[src/hdl/bihs_pkg.sv]
// Shared types and constants for the burner ignition and hold sequencer.
package bihs_pkg;

    // Field widths
    localparam int TEMP_W   = 12;
    localparam int THRESH_W = 11;
    localparam int HOLD_W   = 22;
    localparam int IGN_W    = 16;

    // Saturation limits of the elapsed counters
    localparam logic [HOLD_W-1:0] HOLD_MAX = {HOLD_W{1'b1}};
    localparam logic [IGN_W-1:0]  IGN_MAX  = {IGN_W{1'b1}};

    // Register reset values
    localparam logic [THRESH_W-1:0] TARGET_TEMP_RST     = 11'd800;
    localparam logic [THRESH_W-1:0] MIN_TEMP_RST        = 11'd760;
    localparam logic [HOLD_W-1:0]   HOLD_DURATION_RST   = 22'd600000;
    localparam logic [IGN_W-1:0]    GAS_DELAY_RST       = 16'd3000;
    localparam logic [IGN_W-1:0]    IGNITER_TIMEOUT_RST = 16'd10000;

    // Register indexes (word address = byte address / 4)
    localparam int REG_IDX_W = 3;
    typedef enum logic [REG_IDX_W-1:0] {
        REG_TARGET_TEMP     = 3'd0,
        REG_MIN_TEMP        = 3'd1,
        REG_HOLD_DURATION   = 3'd2,
        REG_GAS_DELAY       = 3'd3,
        REG_IGNITER_TIMEOUT = 3'd4
    } reg_idx_t;

    // Configuration register file contents
    typedef struct packed {
        logic [THRESH_W-1:0] target_temp;
        logic [THRESH_W-1:0] min_temp;
        logic [HOLD_W-1:0]   hold_duration;
        logic [IGN_W-1:0]    gas_delay;
        logic [IGN_W-1:0]    igniter_timeout;
    } cfg_t;

    // One input item
    typedef struct packed {
        logic [TEMP_W-1:0] temperature;
        logic              sample_valid;
        logic              sample_strobe;
        logic              stop_request;
        logic              start_request;
    } item_t;

    // One result item
    typedef struct packed {
        logic              sensor_error;
        logic              cycle_done;
        logic [HOLD_W-1:0] remaining_ms;
        logic              hold_running;
        logic              system_active;
        logic              gas_on;
        logic              igniter_on;
    } result_t;

endpackage

[src/hdl/bihs_cfg.sv]
// APB configuration register file for the burner sequencer.
module bihs_cfg (
    input  logic                aclk,
    input  logic                aresetn,
    input  logic                psel,
    input  logic                penable,
    input  logic                pwrite,
    input  logic [4:0]          paddr,
    input  logic [31:0]         pwdata,
    output logic [31:0]         prdata,
    output logic                pready,
    output bihs_pkg::cfg_t      cfg
);

    bihs_pkg::cfg_t cfg_reg;
    logic           wr_en;
    logic [bihs_pkg::REG_IDX_W-1:0] idx;

    assign pready = 1'b1;
    assign wr_en  = psel && penable && pwrite && pready;
    assign idx    = paddr[4:2];
    assign cfg    = cfg_reg;

    // Write registers on the access cycle
    always_ff @(posedge aclk) begin
        if (!aresetn) begin
            cfg_reg.target_temp     <= bihs_pkg::TARGET_TEMP_RST;
            cfg_reg.min_temp        <= bihs_pkg::MIN_TEMP_RST;
            cfg_reg.hold_duration   <= bihs_pkg::HOLD_DURATION_RST;
            cfg_reg.gas_delay       <= bihs_pkg::GAS_DELAY_RST;
            cfg_reg.igniter_timeout <= bihs_pkg::IGNITER_TIMEOUT_RST;
        end else if (wr_en) begin
            case (idx)
                bihs_pkg::REG_TARGET_TEMP:
                    cfg_reg.target_temp <= pwdata[bihs_pkg::THRESH_W-1:0];
                bihs_pkg::REG_MIN_TEMP:
                    cfg_reg.min_temp <= pwdata[bihs_pkg::THRESH_W-1:0];
                bihs_pkg::REG_HOLD_DURATION:
                    cfg_reg.hold_duration <= pwdata[bihs_pkg::HOLD_W-1:0];
                bihs_pkg::REG_GAS_DELAY:
                    cfg_reg.gas_delay <= pwdata[bihs_pkg::IGN_W-1:0];
                bihs_pkg::REG_IGNITER_TIMEOUT:
                    cfg_reg.igniter_timeout <= pwdata[bihs_pkg::IGN_W-1:0];
                default: ;
            endcase
        end
    end

    // Return the addressed register, zero-extended
    always_comb begin
        case (idx)
            bihs_pkg::REG_TARGET_TEMP:
                prdata = {21'd0, cfg_reg.target_temp};
            bihs_pkg::REG_MIN_TEMP:
                prdata = {21'd0, cfg_reg.min_temp};
            bihs_pkg::REG_HOLD_DURATION:
                prdata = {10'd0, cfg_reg.hold_duration};
            bihs_pkg::REG_GAS_DELAY:
                prdata = {16'd0, cfg_reg.gas_delay};
            bihs_pkg::REG_IGNITER_TIMEOUT:
                prdata = {16'd0, cfg_reg.igniter_timeout};
            default:
                prdata = 32'd0;
        endcase
    end

endmodule

[src/hdl/bihs_core.sv]
// Sequencer state registers and the per-tick update logic.
module bihs_core (
    input  logic              aclk,
    input  logic              aresetn,
    input  logic              advance,
    input  bihs_pkg::cfg_t    cfg,
    input  bihs_pkg::item_t   item,
    output bihs_pkg::result_t result
);

    logic active_reg, active_next;
    logic hold_reg, hold_next;
    logic warmup_reg, warmup_next;
    logic relit_reg, relit_next;
    logic igniter_reg, igniter_next;
    logic gas_reg, gas_next;
    logic [bihs_pkg::IGN_W-1:0]  ign_elapsed_reg, ign_elapsed_next;
    logic [bihs_pkg::HOLD_W-1:0] hold_elapsed_reg, hold_elapsed_next;

    logic [bihs_pkg::TEMP_W-1:0] target_ext;
    logic [bihs_pkg::TEMP_W-1:0] min_ext;
    logic at_target;
    logic below_min;
    logic done;
    logic serr;

    assign target_ext = {1'b0, cfg.target_temp};
    assign min_ext    = {1'b0, cfg.min_temp};
    assign at_target  = item.temperature >= target_ext;
    assign below_min  = item.temperature < min_ext;

    // Compute the state after one tick
    always_comb begin
        active_next       = active_reg;
        hold_next         = hold_reg;
        warmup_next       = warmup_reg;
        relit_next        = relit_reg;
        igniter_next      = igniter_reg;
        gas_next          = gas_reg;
        ign_elapsed_next  = ign_elapsed_reg;
        hold_elapsed_next = hold_elapsed_reg;
        done              = 1'b0;
        serr              = 1'b0;

        // Advance running timers, saturating
        if (hold_reg && hold_elapsed_reg != bihs_pkg::HOLD_MAX)
            hold_elapsed_next = hold_elapsed_reg + 1'b1;
        if (igniter_reg && ign_elapsed_reg != bihs_pkg::IGN_MAX)
            ign_elapsed_next = ign_elapsed_reg + 1'b1;

        // Start from idle: warm-up and ignite
        if (item.start_request && !active_next) begin
            active_next      = 1'b1;
            warmup_next      = 1'b1;
            igniter_next     = 1'b1;
            ign_elapsed_next = '0;
            gas_next         = 1'b0;
        end

        // Stop shuts everything off
        if (item.stop_request && active_next) begin
            active_next  = 1'b0;
            hold_next    = 1'b0;
            igniter_next = 1'b0;
            gas_next     = 1'b0;
            relit_next   = 1'b0;
        end

        // Sample handling
        if (item.sample_strobe) begin
            if (!item.sample_valid) begin
                serr = 1'b1;
            end else if (active_next) begin
                if (!hold_next && at_target) begin
                    hold_next         = 1'b1;
                    hold_elapsed_next = '0;
                    warmup_next       = 1'b0;
                end
                if (hold_next && hold_elapsed_next >= cfg.hold_duration) begin
                    active_next  = 1'b0;
                    hold_next    = 1'b0;
                    igniter_next = 1'b0;
                    gas_next     = 1'b0;
                    relit_next   = 1'b0;
                    done         = 1'b1;
                end
                if (!done) begin
                    if (at_target) begin
                        igniter_next = 1'b0;
                        gas_next     = 1'b0;
                        relit_next   = 1'b0;
                        warmup_next  = 1'b0;
                    end else if (below_min && !igniter_next && !relit_next
                                 && !warmup_next) begin
                        igniter_next     = 1'b1;
                        ign_elapsed_next = '0;
                        gas_next         = 1'b0;
                        relit_next       = 1'b1;
                    end
                    if (!below_min) begin
                        relit_next  = 1'b0;
                        warmup_next = 1'b0;
                    end
                end
            end
        end

        // Igniter timing: open gas after the delay, drop igniter at timeout
        if (igniter_next) begin
            if (!gas_next && ign_elapsed_next >= cfg.gas_delay)
                gas_next = 1'b1;
            if (ign_elapsed_next >= cfg.igniter_timeout)
                igniter_next = 1'b0;
        end

        // Build the result from the new state
        result.igniter_on    = igniter_next;
        result.gas_on        = gas_next;
        result.system_active = active_next;
        result.hold_running  = hold_next;
        if (hold_next && hold_elapsed_next < cfg.hold_duration)
            result.remaining_ms = cfg.hold_duration - hold_elapsed_next;
        else
            result.remaining_ms = '0;
        result.cycle_done   = done;
        result.sensor_error = serr;
    end

    // Hold state; update once per processed item
    always_ff @(posedge aclk) begin
        if (!aresetn) begin
            active_reg       <= 1'b0;
            hold_reg         <= 1'b0;
            warmup_reg       <= 1'b0;
            relit_reg        <= 1'b0;
            igniter_reg      <= 1'b0;
            gas_reg          <= 1'b0;
            ign_elapsed_reg  <= '0;
            hold_elapsed_reg <= '0;
        end else if (advance) begin
            active_reg       <= active_next;
            hold_reg         <= hold_next;
            warmup_reg       <= warmup_next;
            relit_reg        <= relit_next;
            igniter_reg      <= igniter_next;
            gas_reg          <= gas_next;
            ign_elapsed_reg  <= ign_elapsed_next;
            hold_elapsed_reg <= hold_elapsed_next;
        end
    end

endmodule

[src/hdl/burner_ignition_hold_sequencer_top.sv]
// Burner ignition and hold sequencer: stream ports, input and result registers.
//
// Each input item is one millisecond tick carrying start/stop requests and an
// optional temperature sample; each item yields exactly one result item with the
// igniter, gas and hold status after that tick. The block takes one item per
// clock while the result side does not stall: an accepted item lands in the
// input register, and the state update runs in one combinational pass from
// there into the result register; the sustained rate is one item per cycle,
// set by that single state-update stage. Back-pressure on the result side
// stalls the input register, which then drops s_tready. Registers sit on the APB
// port at byte addresses 0x00 target_temp, 0x04 min_temp, 0x08 hold_duration,
// 0x0C gas_delay, 0x10 igniter_timeout; write them only while no item is in flight.
module burner_ignition_hold_sequencer_top (
    input  logic        aclk,
    input  logic        aresetn,
    // Input items
    input  logic        s_tvalid,
    output logic        s_tready,
    // [0] start_request, [1] stop_request, [2] sample_strobe, [3] sample_valid,
    // [15:4] temperature
    input  logic [15:0] s_tdata,
    // Result items
    output logic        m_tvalid,
    input  logic        m_tready,
    // [0] igniter_on, [1] gas_on, [2] system_active, [3] hold_running,
    // [25:4] remaining_ms, [26] cycle_done, [27] sensor_error, [31:28] zero
    output logic [31:0] m_tdata,
    // Configuration
    input  logic        psel,
    input  logic        penable,
    input  logic        pwrite,
    input  logic [4:0]  paddr,
    input  logic [31:0] pwdata,
    output logic [31:0] prdata,
    output logic        pready
);

    bihs_pkg::cfg_t    cfg;
    bihs_pkg::item_t   in_item_reg;
    logic              in_valid_reg;
    bihs_pkg::result_t result;
    bihs_pkg::result_t out_item_reg;
    logic              out_valid_reg;
    logic              advance;

    // Process the held item when the result register is free or draining
    assign advance  = in_valid_reg && (!out_valid_reg || m_tready);
    assign s_tready = !in_valid_reg || advance;

    bihs_cfg u_cfg (
        .aclk    (aclk),
        .aresetn (aresetn),
        .psel    (psel),
        .penable (penable),
        .pwrite  (pwrite),
        .paddr   (paddr),
        .pwdata  (pwdata),
        .prdata  (prdata),
        .pready  (pready),
        .cfg     (cfg)
    );

    bihs_core u_core (
        .aclk    (aclk),
        .aresetn (aresetn),
        .advance (advance),
        .cfg     (cfg),
        .item    (in_item_reg),
        .result  (result)
    );

    // Input register
    always_ff @(posedge aclk) begin
        if (!aresetn) begin
            in_valid_reg <= 1'b0;
        end else if (s_tready) begin
            in_valid_reg <= s_tvalid;
        end
    end

    always_ff @(posedge aclk) begin
        if (s_tvalid && s_tready) begin
            in_item_reg <= bihs_pkg::item_t'(s_tdata);
        end
    end

    // Result register
    always_ff @(posedge aclk) begin
        if (!aresetn) begin
            out_valid_reg <= 1'b0;
        end else if (advance) begin
            out_valid_reg <= 1'b1;
        end else if (m_tready) begin
            out_valid_reg <= 1'b0;
        end
    end

    always_ff @(posedge aclk) begin
        if (advance) begin
            out_item_reg <= result;
        end
    end

    assign m_tvalid = out_valid_reg;
    assign m_tdata  = {4'd0, out_item_reg};

endmodule

[config.mk]
export PLATFORM = sky130hd
export DESIGN_NAME = burner_ignition_hold_sequencer_top
export DESIGN_NICKNAME = d
export VERILOG_FILES = /design/src/hdl/bihs_pkg.sv /design/src/hdl/bihs_cfg.sv /design/src/hdl/bihs_core.sv /design/src/hdl/burner_ignition_hold_sequencer_top.sv
export SDC_FILE = /design/constraint.sdc
export NUM_CORES = 1
export LEC_CHECK = 0
export ABC_CLOCK_PERIOD_IN_PS = 7000
export BUFFER_PORTS_ARGS = -buffer_cell sky130_fd_sc_hd__buf_2
export CAP_MARGIN = 20
export CELL_PAD_IN_SITES_DETAIL_PLACEMENT = 1
export CELL_PAD_IN_SITES_GLOBAL_PLACEMENT = 1
export CORE_MARGIN = 1.5
export CORE_UTILIZATION = 45
export DETAILED_ROUTE_END_ITERATION = 12
export GPL_ROUTABILITY_DRIVEN = 0
export GPL_TIMING_DRIVEN = 0
export PLACE_DENSITY = 0.86
export SETUP_SLACK_MARGIN = 0.05
export SLEW_MARGIN = 20
export SYNTH_ARGS = -nofsm -noshare
export SYNTH_HDL_FRONTEND = slang
export SYNTH_SLANG_ARGS = --single-unit
[constraint.sdc]
create_clock -name aclk -period 7 [get_ports aclk]
set_input_delay 0.35 -clock aclk [delete_from_list [all_inputs] [get_ports aclk]]
set_output_delay 0.35 -clock aclk [all_outputs]
set_load 0.05 [all_outputs]
## After elaboration in Yosys (flattened, before gate mapping)

Index checks and enable logic that the tools add are counted.

- Flip-flop bits (word level): 166
- Logic and storage cells: 162
- Bits of input ports: 60
- Output and inout bits: 67

- Add/subtract/negate cells: 3
- Order comparisons: 6
- Equal/unequal tests: 6
- Mux-type cells: 87
- Reductions and logical operators: 33

Operators by type and width:

| kind | number |
|---|---|
| 22-bit 2-to-1 mux | 8 |
| 16-bit 2-to-1 mux | 8 |
| 22-bit one-hot mux with 5 select lines | 1 |
| 1-bit 2-to-1 mux | 70 |
| 16-bit greater-or-equal comparator | 2 |
| 22-bit by 1-bit adder with 22-bit output, second input constant | 1 |
| 22-bit greater-or-equal comparator | 1 |
| 22-bit less-than comparator | 1 |
| 22-bit inequality test, second input constant | 1 |
| 22-bit subtractor | 1 |
| 16-bit by 1-bit adder with 16-bit output, second input constant | 1 |
| 16-bit inequality test, second input constant | 1 |
| 1-bit logical AND | 15 |
| 12-bit by 11-bit greater-or-equal comparator with 1-bit output | 1 |
| 12-bit by 11-bit less-than comparator with 1-bit output | 1 |
| 2-bit AND reduction | 5 |
| 1-bit zero test | 8 |
| 3-bit by 2-bit equality test with 1-bit output, second input constant | 2 |
| 3-bit by 1-bit equality test with 1-bit output, second input constant | 1 |
| 3-bit equality test, second input constant | 1 |
| 3-bit zero test | 1 |
| 3-bit AND reduction | 1 |
| 1-bit logical OR | 2 |
| 2-bit nonzero test | 1 |

## Longest topological paths before layout

Gate-level depths: netlist (run 1).

- Depth after elaboration: 31
- Mapped depth: 29
- Depth with buffers taken out: 26

## Modules after synthesis

A second synthesis (run 1) with hierarchy kept.

- Cells, all modules: 1,289
- Area, all modules: 11,183.2 µm²

By module, submodules not included:

| module | area an instance (µm²) | cells an instance | times used |
|---|---|---|---|
| bihs_core | 6,038.3 | 840 | 1 |
| bihs_cfg | 3,686.0 | 391 | 1 |
| burner_ignition_hold_sequencer_top | 1,458.9 | 58 | 1 |

## Worst setup path before layout (run 1)

No wires, ideal clock.

- Kind: reg2reg
- From: reg in_item_reg[14] (netlist name)
- To: reg out_item_reg, in the netlist m_tdata[1], data pin
- Period minus slack after synthesis: 5.515 ns
- Setup time: 0.263 ns
- Arrival: 5.252 ns
- Required time: 6.737 ns
- Cell stages (with the launch flop): 27
- Path slack: 1.485 ns
- Cells stage by stage: edfxtp_1 ha_1 and4b_1 nor2b_1 a2111oi_2 o21a_1 nor2_1 or2_2 ha_1 nand2b_1 a21o_1 a211oi_1 o21ai_0 a21oi_1 o21ai_1 nor3_2 buf_2 nor3_1 ha_1 a21o_1 a21o_1 a21oi_1 o211ai_1 a41o_1 o2bb2ai_1 a31oi_1 nor2_1

- Cells in the longest elaborated chain, start to end: 26
- Elaborated cells between the ends (all ways): 59
- Those cells by class: order compare (4); mux (45); reduce/logical (10)

RTL lines:

| element | RTL line | source |
|---|---|---|
| start: declaration | burner_ignition_hold_sequencer_top.sv:39 | `bihs_pkg::item_t in_item_reg;` |
| start signal: assignment | burner_ignition_hold_sequencer_top.sv:83 | `in_item_reg <= bihs_pkg::item_t'(s_tdata);` |
| 12-bit by 11-bit greater-or-equal comparator with 1-bit output | bihs_core.sv:29 | `assign at_target = item.temperature >= target_ext;` |
| 1-bit logical AND | bihs_core.sv:74 | `if (!hold_next && at_target) begin` |
| 22-bit 2-to-1 mux | bihs_core.sv:74 |  |
| 22-bit 2-to-1 mux | bihs_core.sv:73 | `end else if (active_next) begin` |
| 22-bit 2-to-1 mux | bihs_core.sv:71 | `if (!item.sample_valid) begin` |
| 22-bit 2-to-1 mux | bihs_core.sv:70 | `if (item.sample_strobe) begin` |
| 22-bit greater-or-equal comparator | bihs_core.sv:79 | `if (hold_next && hold_elapsed_next >= cfg.hold_duration) begin` |
| 1-bit logical AND | bihs_core.sv:79 |  |
| [... 12 more ...] | - |  |
| 16-bit 2-to-1 mux (*) | bihs_core.sv:71 |  |
| 16-bit 2-to-1 mux (*) | bihs_core.sv:70 |  |
| net u_core.ign_elapsed_next (one bit) | bihs_core.sv:17 | `logic [bihs_pkg::IGN_W-1:0] ign_elapsed_reg, ign_elapsed_next;` |
| 16-bit greater-or-equal comparator (*) | bihs_core.sv:110 | `if (!gas_next && ign_elapsed_next >= cfg.gas_delay)` |
| 1-bit logical AND (*) | bihs_core.sv:110 |  |
| 1-bit 2-to-1 mux (*) | bihs_core.sv:110 |  |
| 1-bit 2-to-1 mux (*) | bihs_core.sv:109 | `if (igniter_next) begin` |
| net u_core.gas_next | bihs_core.sv:16 | `logic gas_reg, gas_next;` |
| end signal: assignment | burner_ignition_hold_sequencer_top.sv:100 | `out_item_reg <= result;` |
| end: declaration | burner_ignition_hold_sequencer_top.sv:42 | `bihs_pkg::result_t out_item_reg;` |

Mark *: on every way through the listed nets, which the timed path passes. The rest lies on a longest branch. The select of a mux whose other input is x is not followed.
A chain may end at the register's enable or synchronous reset.

## Worst setup path after layout (run 1)

- From: reg u_cfg.cfg_reg, in the netlist u_cfg.cfg[75]
- To: reg out_item_reg, in the netlist m_tdata[1], data pin

- Cells in the longest elaborated chain, start to end: 26
- Elaborated cells between the ends (all ways): 58
- Those cells by class: order compare (3); mux (45); reduce/logical (10)

RTL lines:

| element | RTL line | source |
|---|---|---|
| start: declaration | bihs_cfg.sv:15 | `bihs_pkg::cfg_t cfg_reg;` |
| 12-bit by 11-bit greater-or-equal comparator with 1-bit output (*) | bihs_core.sv:29 |  |
| 1-bit logical AND | bihs_core.sv:74 |  |
| 22-bit 2-to-1 mux | bihs_core.sv:74 |  |
| 22-bit 2-to-1 mux | bihs_core.sv:73 |  |
| 22-bit 2-to-1 mux | bihs_core.sv:71 |  |
| 22-bit 2-to-1 mux | bihs_core.sv:70 |  |
| 22-bit greater-or-equal comparator | bihs_core.sv:79 |  |
| 1-bit logical AND | bihs_core.sv:79 |  |
| [... 12 more ...] | - |  |
| 16-bit 2-to-1 mux (*) | bihs_core.sv:71 |  |
| 16-bit 2-to-1 mux (*) | bihs_core.sv:70 |  |
| net u_core.ign_elapsed_next (one bit) | bihs_core.sv:17 |  |
| 16-bit greater-or-equal comparator (*) | bihs_core.sv:110 |  |
| 1-bit logical AND (*) | bihs_core.sv:110 |  |
| 1-bit 2-to-1 mux (*) | bihs_core.sv:110 |  |
| 1-bit 2-to-1 mux (*) | bihs_core.sv:109 |  |
| net u_core.gas_next | bihs_core.sv:16 |  |

Marks and branches as above.

==> impl_metrics.tcl, run 1 <==
set metrics [dict create \
    drt_iter0_markers 705 \
    die_h_um 161 \
    synth_top_cell_by_area "dfxtp_1" \
    portBuffers 99 \
    antenna_cells 0 \
    max_slew_margin 0.396 \
    hold_depth 1 \
    final_nets 1639 \
    drv_cap 0 \
    ios 127 \
    worstPathArrival_ns 6.82 \
    yosys_register_bits 166 \
    p_sw_frac 0.276 \
    synthDistinctLibCells 78 \
    postPlaceCellArea_sq_um 12200 \
    yosysMostFrequentCell "nand2_1" \
    antenna_found_initial 0 \
    status "completed" \
    largest_reg_flops 76 \
    hpwl_um 29200 \
    syn-mean-instance-area_sq_um 8.35 \
    r2r_slack_ns 0.36 \
    report.final.slew_viol_count 0 \
    synth.cell_area_sq_um 11200 \
    numClockSinks 166 \
    hold_end "in_item_reg[12]$_DFFE_PP_" \
    yosys-top-cells-area "dfxtp_1 22%, edfxtp_1 12%, ha_1 11%" \
    switchingPower_w 0.000631 \
    max_stage_delay_ns 0.41 \
    p_total_w 0.00229 \
    first_pass_iters 5 \
    hold_start "s_tdata[12]" \
    grtUsageMet1 0.359 \
    cts_root_buf "clkbuf_16" \
    cts_tree "done" \
    drive_gt1_frac 0.146 \
    clk_latency_ns 0.45 \
    fp.dieW_um 161 \
    holdBufCountCts 0 \
    post-route-util 0.528 \
    rsz0062_at_grt "no" \
    fp.dieArea_sq_um 25900 \
    grt_max_degree 27 \
    use_met3 0.0416 \
    worstReg2RegStart "u_cfg.cfg[75]$_SDFFE_PN0P_" \
    critPathRequiredTime_ns 7.19 \
    worstMarginPinSlew_ns 0.906 \
    hold_ws_ns 0.0752 \
    hold_path_class "in -> reg" \
    period_share 0.948 \
    clock_path_buffers 2 \
    netlist_instances 1346 \
    coreArea_sq_um 24400 \
    initial_core_util 0.461 \
    power.leakage_nw 5.14 \
    grt_pass1_vias 11200 \
    cp_max_fo 10 \
    pwr-share-clk 0.441 \
    r2r_cells 27 \
    min_period_ns 6.64 \
    htreeDepth 4 \
    via_count 10800 \
    max_freq_mhz 151 \
    powerDensity_nw_per_um2 178 \
    yosys-top-cells-count "176 x nand2_1, 122 x dfxtp_1, 99 x ha_1" \
    numCtsBuffers 17 \
    drtAntennaViolNets 0 \
    cell_internal_pwr_w 0.00166 \
    ys_seq_area_frac 0.335 \
    syn_to_final_growth_pct 14.6 \
    met2_usage 0.516 \
    routed_wl_um 38600 \
    end_kind "flip-flop" \
    crit_start "u_cfg.cfg[75]$_SDFFE_PN0P_" \
    critPathSlowestCell "dfxtp_1" \
    wl_per_cell_um 21.2 \
    combPwrFrac 0.116 \
    top_usage_layer "met2" \
    grt-ovfl-total 0 \
    grt_first_pass_wirelength_um 60500 \
    async_flop_share 0 \
    synth_edf_count 44 \
    finalHoldViolations 0 \
    num_rows 57 \
    timing.rr.end "m_tdata[1]$_DFFE_PP_" \
    vdd_drop_max_v 0.000166 \
    grtUsageTotal 0.300 \
    synth_top_area_frac 0.217 \
    cts.clk_slew.worst_paths_ns 0.07 \
    crit_type "reg -> reg" \
    synth-main-ff-cell "dfxtp_1" \
    viasPerCell 5.94 \
    finClkSkew_ns 0.0144 \
    fill_cells 3039 \
    synth_warnings 0 \
    drcViolationCount 0 \
    finalSetupViolCount 0 \
    worstSetupStartpointType "flip-flop" \
    fin_area_sq_um 12900 \
    seq_power_share 0.443 \
]
## per-stage QoR
step	instances	TNS, ns	setup WS (ns)
final	1816	0	0.363
after global routing	1816	0	0.0990
after CTS	1815	0	0.117
after detailed placement	1783	-0.132	-0.112
after global placement	1782	-0.0297	-0.0297
after floorplan	1359	0	1.48
## metal layers
layer	vias to the layer above	part of all wire
met5	-	0
met4	0	0.057
met3	120	0.052
met2	371	0.48
met1	5254	0.42
li1	5035	-
## worst max-delay path by stage
stage | to | slack (ns) | cells after the start
6_report | m_tdata[1]$_DFFE_PP_ | 0.36 | 27
5_1_grt | m_tdata[1]$_DFFE_PP_ | 0.1 | 24
4_1_cts | m_tdata[1]$_DFFE_PP_ | 0.12 | 26
3_5_place_dp | m_tdata[1]$_DFFE_PP_ | -0.11 | 26
3_3_place_gp | m_tdata[1]$_DFFE_PP_ | -0.03 | 26
2_1_floorplan | m_tdata[1]$_DFFE_PP_ | 1.48 | 26
## kinds of logic after synthesis
family	share of synthesized area
flops	0.335
buf+inv	0.0648
simple gates	0.238
fa+ha+maj	0.112
other cells	0.000668
xor+xnor	0.0444
mux	0.0223
compound gates	0.183
## power by group through the flow
stage                     logic, W  registers (W)  clock network [W]
after detailed placement  0.000258        0.00104                  0
after global routing      0.000282        0.00102            0.00105
final                     0.000265        0.00101            0.00101
after floorplan           0.000149        0.00106                  0
after CTS                 0.000261        0.00101            0.00101
after global placement    0.000249        0.00104                  0
## final cells by class
type                    count  area [sq um]  area share
multi-input cells        1022          6820       0.530
flip-flops and latches    166          3760       0.292
repair buffers            101           531      0.0412
clock buffers              21           492      0.0382
plain buffers              85           408      0.0317
well taps                 324           405      0.0315
inverters                  86           323      0.0251
clock inverters            11           134      0.0104
## cell usage in the layout (no fill, tap or decap), drive strengths merged, types with 25 or more instances in the layout
| cell | instances |
|---|---|
| a21boi | 52 |
| edfxtp | 44 |
| dfxtp | 122 |
| clkbuf | 76 |
| o211ai | 41 |
| nor3 | 44 |
| xnor2 | 25 |
| buf | 131 |
| o21ai | 42 |
| nand4 | 27 |
| xor2 | 32 |
| a21oi | 60 |
| mux2i | 25 |
| nand2 | 179 |
| nand3 | 56 |
| nor2 | 93 |
| or2 | 25 |
| inv | 90 |
| ha | 99 |
| a21o | 27 |
## repair_timing
action / in CTS / in global routing
resized for setup: 2 / 6
endpoints found under the setup margin: 4 / 4
pin swaps: 0 / 1
setup buffers: 0 / 1
## critical path: cells and delay by family, from the launching register on
family / cells / cell delay, ns
AO/OA/AOI/OAI: 14 / 3.15
AND/OR/NAND/NOR: 8 / 1.51
adder cells (fa/ha/maj): 3 / 0.93
flip-flops: 1 / 0.41
buffers and inverters: 2 / 0.38
Note: power is estimated with default switching activity, not from simulation.
==> run 2, diff against run 1 <==
ABC_AREA = 1   (was not set)
CORE_UTILIZATION = 43   (was 45)
PLACE_DENSITY = 0.87   (was 0.86)
==> impl_metrics.tcl, run 2 <==
set metrics [dict create \
    hold_path_class "in -> reg" \
    final_common_cell "nand2_1" \
    via_count 11100 \
    yosys-top-cells-count "266 x nand2_1, 214 x inv_1, 149 x a21oi_1" \
    min_period_ns 5.83 \
    numCtsBuffers 17 \
    finClkSkew_ns 0.0152 \
    portBuffers 99 \
    async_flop_share 0 \
    period_share 0.832 \
    drtAntennaViolNets 0 \
    synth_top_cell_by_area "dfxtp_1" \
    viasPerCell 5.61 \
    routed_wl_um 39000 \
    crit_path_frequent_cell "nand2_1" \
    rsz0062_at_grt "no" \
    antenna_cells 0 \
    synthDistinctLibCells 52 \
    hold_depth 1 \
    hold_ws_ns 0.0682 \
    num_rows 58 \
    postCtsResizedCells 0 \
    wl_per_cell_um 19.7 \
    finalHoldViolations 0 \
    worstSetupStartpointType "flip-flop" \
    clk_latency_ns 0.45 \
    vdd_drop_max_v 0.000136 \
    r2r_slack_ns 1.17 \
    fp.dieW_um 163 \
    hold_end "in_item_reg[5]$_DFFE_PP_" \
    hpwl_um 30600 \
    yosysMostFrequentCell "nand2_1" \
    hold_start "s_tdata[5]" \
    grt_max_degree 24 \
    finalSetupViolCount 0 \
    drive_gt1_frac 0.135 \
    max_freq_mhz 172 \
    drt_iter0_markers 643 \
    synth_edf_count 44 \
    end_kind "flip-flop" \
    die_h_um 163 \
    r2r_cells 30 \
    syn_to_final_growth_pct 14.4 \
    synth-main-ff-cell "dfxtp_1" \
    synth.cell_area_sq_um 11000 \
    worstPathArrival_ns 6.23 \
    max_slew_margin 0.360 \
    numClockSinks 166 \
    drcViolationCount 0 \
    syn-mean-instance-area_sq_um 7.33 \
    grt_first_pass_wirelength_um 61100 \
    htreeDepth 4 \
    coreArea_sq_um 25200 \
    yosys_register_bits 166 \
    multiInputGateArea_sq_um 6110 \
    cts_root_buf "clkbuf_16" \
    yosys-top-cells-area "dfxtp_1 22%, edfxtp_1 12%, ha_1 11%" \
    drv_cap 0 \
    crit_type "reg -> reg" \
    max_stage_delay_ns 0.57 \
    cp_max_fo 10 \
    cts_setup_buffers 0 \
    first_pass_iters 4 \
    ys_seq_area_frac 0.342 \
    p_total_w 0.00261 \
    synth_warnings 0 \
    critPathRequiredTime_ns 7.40 \
    register_area_sq_um 3760 \
    worstReg2RegStart "in_item_reg[14]$_DFFE_PP_" \
    report.final.slew_viol_count 0 \
    initial_core_util 0.437 \
    antenna_found_initial 0 \
    cts.clk_slew.worst_paths_ns 0.08 \
    setup_tns_ns 0 \
    largest_reg_flops 76 \
    power.leakage_nw 5.74 \
    fp.dieArea_sq_um 26600 \
    synth_top_area_frac 0.222 \
    grt-ovfl-total 0 \
    powerDensity_nw_per_um2 207 \
    final_nets 1793 \
    worstMarginPinSlew_ns 0.953 \
    critPathSlowestCell "o41ai_1" \
    fill_cells 3231 \
    grt_pass1_vias 11500 \
    clock_path_buffers 2 \
    timing.rr.end "u_core.gas_reg$_SDFFE_PN0P_" \
    cts_tree "done" \
    holdBufCountCts 0 \
    most-common-layout-cells "266 x nand2_1, 214 x inv_1, 149 x a21oi_1" \
    ios 127 \
    grtUsageTotal 0.301 \
    netlist_instances 1501 \
    status "completed" \
]
run 2: kinds of logic (layout without fill, tap and decap cells):
logic type,after synthesis,after routing,share of synthesized area
adders and majority gates,100,100,0.114
DFF,166,166,0.342
AOI/OAI and AO/OA,387,387,0.202
buffers and inverters,291,423,0.108
and+or+nand+nor,511,511,0.197
other,2,15,0.000682
xor gates and xnor gates,44,44,0.0364
run 2: through the flow:
stage          area (sq um)  worst slack [ns]  std cells   util
3_3_place_gp          12000              1.48       1943  0.475
6_report              12600              1.17       1976  0.500
4_1_cts               12600              1.25       1976  0.500
5_1_grt               12600             0.723       1976  0.500
3_5_place_dp          12000              1.36       1944  0.476
2_1_floorplan         11100              2.64       1514      -
run 2: worst max-delay path: cells and delay by family, from the launching register on:
family,cells,cell delay (ns)
buf+inv,4,0.69
flops,1,0.44
fa+ha+maj,3,0.97
compound gates,1,0.57
simple gates,22,3.11
run 2: metal layers:
layer / vias up / wire, um / global-route usage / share of wire
met5: - / 0 / 0 / 0
met4: 0 / 1740 / 0.152 / 0.045
met3: 101 / 2350 / 0.0512 / 0.060
met2: 352 / 19300 / 0.529 / 0.49
met1: 5394 / 15600 / 0.350 / 0.40
li1: 5245 / - / - / -
run 2: where the power goes:
| group | total (W) | internal, W | switching [W] |
|---|---|---|---|
| sequential | 0.00106 | 0.00103 | 0.0000369 |
| clock | 0.000987 | 0.000517 | 0.000469 |
| combinational | 0.000559 | 0.000170 | 0.000389 |
run 2: how the worst max path moves through the flow:
stage	to	depth (start not counted)	slack, ns	startpoint
finish	u_core.gas_reg$_SDFFE_PN0P_	30	1.17	in_item_reg[14]$_DFFE_PP_
global route	u_core.gas_reg$_SDFFE_PN0P_	31	0.72	u_cfg.cfg[68]$_SDFFE_PN0P_
CTS	u_core.gas_reg$_SDFFE_PN0P_	30	1.25	in_item_reg[14]$_DFFE_PP_
detailed placement	u_core.gas_reg$_SDFFE_PN0P_	30	1.36	in_item_reg[14]$_DFFE_PP_
global placement	u_core.gas_reg$_SDFFE_PN0P_	30	1.48	in_item_reg[7]$_DFFE_PP_
floorplan	m_tdata[0]$_DFFE_PP_	34	2.64	in_item_reg[14]$_DFFE_PP_
run 2: area by class of cell:
type                            instances  area share
Clock inverter                         14      0.0127
Sequential cell                       166       0.299
Clock buffer                           18      0.0349
Buffer                                 62      0.0258
Timing Repair Buffer                  100      0.0415
Multi-Input combinational cell       1057       0.485
Inverter                              229      0.0685
Tap cell                              330      0.0328
==> run 3, diff against run 2 <==
ABC_AREA = 0   (was 1)
ABC_CLOCK_PERIOD_IN_PS = 5400   (was 7000)
CORE_UTILIZATION = 45   (was 43)
PLACE_DENSITY = 0.88   (was 0.87)
clock period = 5.4 ns   (was 7 ns; I/O delays follow)
==> impl_metrics.tcl, run 3 (synthesis gave the netlist of run 1 again) <==
set metrics [dict create \
    final_common_cell "nand2_1" \
    drt_iter0_markers 1183 \
    hold_depth 3 \
    drive_gt1_frac 0.231 \
    die_h_um 161 \
    ios 127 \
    via_count 12000 \
    final_nets 1695 \
    period_share 1.09 \
    critPathRequiredTime_ns 5.60 \
    finalSetupViolCount 24 \
    vdd_drop_max_v 0.000184 \
    register_area_sq_um 3810 \
    cts.clk_slew.worst_paths_ns 0.08 \
    power.leakage_nw 5.52 \
    hold_start "pwdata[16]" \
    grt_first_pass_wirelength_um 69400 \
    r2r_cells 26 \
    fp.dieW_um 161 \
    fp.dieArea_sq_um 25900 \
    max_freq_mhz 170 \
    coreArea_sq_um 24400 \
    fill_cells 2882 \
    place_inst 1783 \
    rsz0062_at_grt "yes" \
    timing.rr.end "m_tdata[1]$_DFFE_PP_" \
    drcViolationCount 0 \
    worstPathArrival_ns 6.10 \
    largest_reg_flops 76 \
    routed_wl_um 48300 \
    portBuffers 99 \
    place_ws_ns -1.24 \
    grt_pass1_vias 12500 \
    initial_core_util 0.461 \
    clk_latency_ns 0.47 \
    hold_path_class "in -> reg" \
    cts_root_buf "clkbuf_16" \
    most-common-layout-cells "174 x nand2_1, 104 x buf_2, 101 x dfxtp_1" \
    worstMarginPinSlew_ns 1.19 \
    hpwl_um 29200 \
    worstSetupStartpointType "flip-flop" \
    setup_tns_ns -3.86 \
    cts_tree "done" \
    antenna_cells 0 \
    first_pass_iters 6 \
    grt-ovfl-total 0 \
    status "finished, violations left" \
    finClkSkew_ns 0.0123 \
    setup_ws_ns -0.499 \
    violations "negative setup slack" \
    viasPerCell 6.40 \
    numCtsBuffers 17 \
    numClockSinks 166 \
    p_total_w 0.00296 \
    grt_max_degree 27 \
    antenna_found_initial 2 \
    drv_cap 0 \
    wl_per_cell_um 25.8 \
    clock_path_buffers 2 \
    post-route-util 0.574 \
    r2r_slack_ns -0.50 \
    worstReg2RegStart "u_core.hold_elapsed_reg[17]$_SDFFE_PN0P_" \
    finalHoldViolations 0 \
    hold_end "u_cfg.cfg[48]$_SDFFE_PN1P_" \
    syn_to_final_growth_pct 24.7 \
    cp_max_fo 7 \
    multiInputGateArea_sq_um 7460 \
    min_period_ns 5.90 \
    grtUsageTotal 0.347 \
    htreeDepth 4 \
    final_cell_count_no_fill 1872 \
    crit_type "reg -> reg" \
    end_kind "flip-flop" \
    drtAntennaViolNets 0 \
    report.final.slew_viol_count 0 \
    num_rows 57 \
    powerDensity_nw_per_um2 211 \
    max_slew_margin 0.204 \
]
-- run 3: cell count changes in the layout (fill, tap and decap cells not counted), moves of 25 or more --
cell,previous run,this run
a21oi_1,149,49
nand2_1,266,174
inv_1,214,85
mux2i_1,0,25
a21boi_0,2,49
o21ai_0,144,32
nor2_1,137,82
buf_4,17,55
-- run 3: worst max-delay path: stages (launching register included) --
cell and delay [ns]:
dfxtp_4 0.41, and4_4 0.26, nand3_4 0.14, o41ai_4 0.41, nor3_2 0.15, nand3_1 0.16, xor2_1 0.36, nor2_1 0.11
ha_1 0.35, a21oi_1 0.29, o21ai_0 0.15, a21oi_1 0.13, o211ai_1 0.18, a21oi_4 0.25, o21ai_4 0.09, nor3_4 0.22
buf_6 0.21, nor3_4 0.07, ha_1 0.36, a21o_1 0.19, a21o_1 0.20, a21oi_2 0.14, o211ai_1 0.09, a41o_1 0.27
o2bb2ai_1 0.15, a31oi_1 0.20, nor2_1 0.08
-- run 3: worst max-delay path by stage --
stage	startpoint	end	slack [ns]	cells after the start
3_3_place_gp	in_item_reg[6]$_DFFE_PP_	m_tdata[1]$_DFFE_PP_	-1.18	26
2_1_floorplan	in_item_reg[14]$_DFFE_PP_	m_tdata[1]$_DFFE_PP_	0.05	26
6_report	u_core.hold_elapsed_reg[17]$_SDFFE_PN0P_	m_tdata[1]$_DFFE_PP_	-0.50	26
3_5_place_dp	in_item_reg[6]$_DFFE_PP_	m_tdata[1]$_DFFE_PP_	-1.24	26
4_1_cts	in_item_reg[14]$_DFFE_PP_	m_tdata[0]$_DFFE_PP_	-0.09	24
5_1_grt	u_core.hold_elapsed_reg[8]$_SDFFE_PN0P_	u_core.gas_reg$_SDFFE_PN0P_	-0.53	27
-- run 3: metal layers --
metal	vias to the layer above	track usage	routed length, um
met2	778	0.586	23000
met3	291	0.0639	4110
met1	5774	0.387	17300
li1	5137	-	-
met5	-	0	0
met4	0	0.271	3820
-- run 3: where the power goes --
part / internal, W / switching [W]
registers: 0.00130 / 0.0000179
logic: 0.000121 / 0.000278
clock network: 0.000610 / 0.000635
-- run 3: cell type report --
type | instances | area share
plain buffers | 83 | 0.0300
clock buffers | 17 | 0.0304
clock inverters | 15 | 0.00982
inverters | 86 | 0.0230
multi-input cells | 1022 | 0.533
flip-flops and latches | 166 | 0.272
well taps | 324 | 0.0289
repair buffers | 159 | 0.0735
-- run 3: repair_timing --
action / in CTS / in global routing
setup buffers: 29 / 12
hold buffers: 16 / 0
hold endpoints to repair: 16 / 0
pin swaps: 52 / 35
resized for setup: 112 / 45
cloned: 2 / 0
endpoints found under the setup margin: 24 / 26
-- run 3: through the flow --
step	instance area (sq um)	hold slack (ns)
floorplan	11300	0.369
global placement	12200	0.446
detailed placement	12200	0.448
CTS	13700	0.0443
global route	14000	0.0345
finish	14000	0.0307
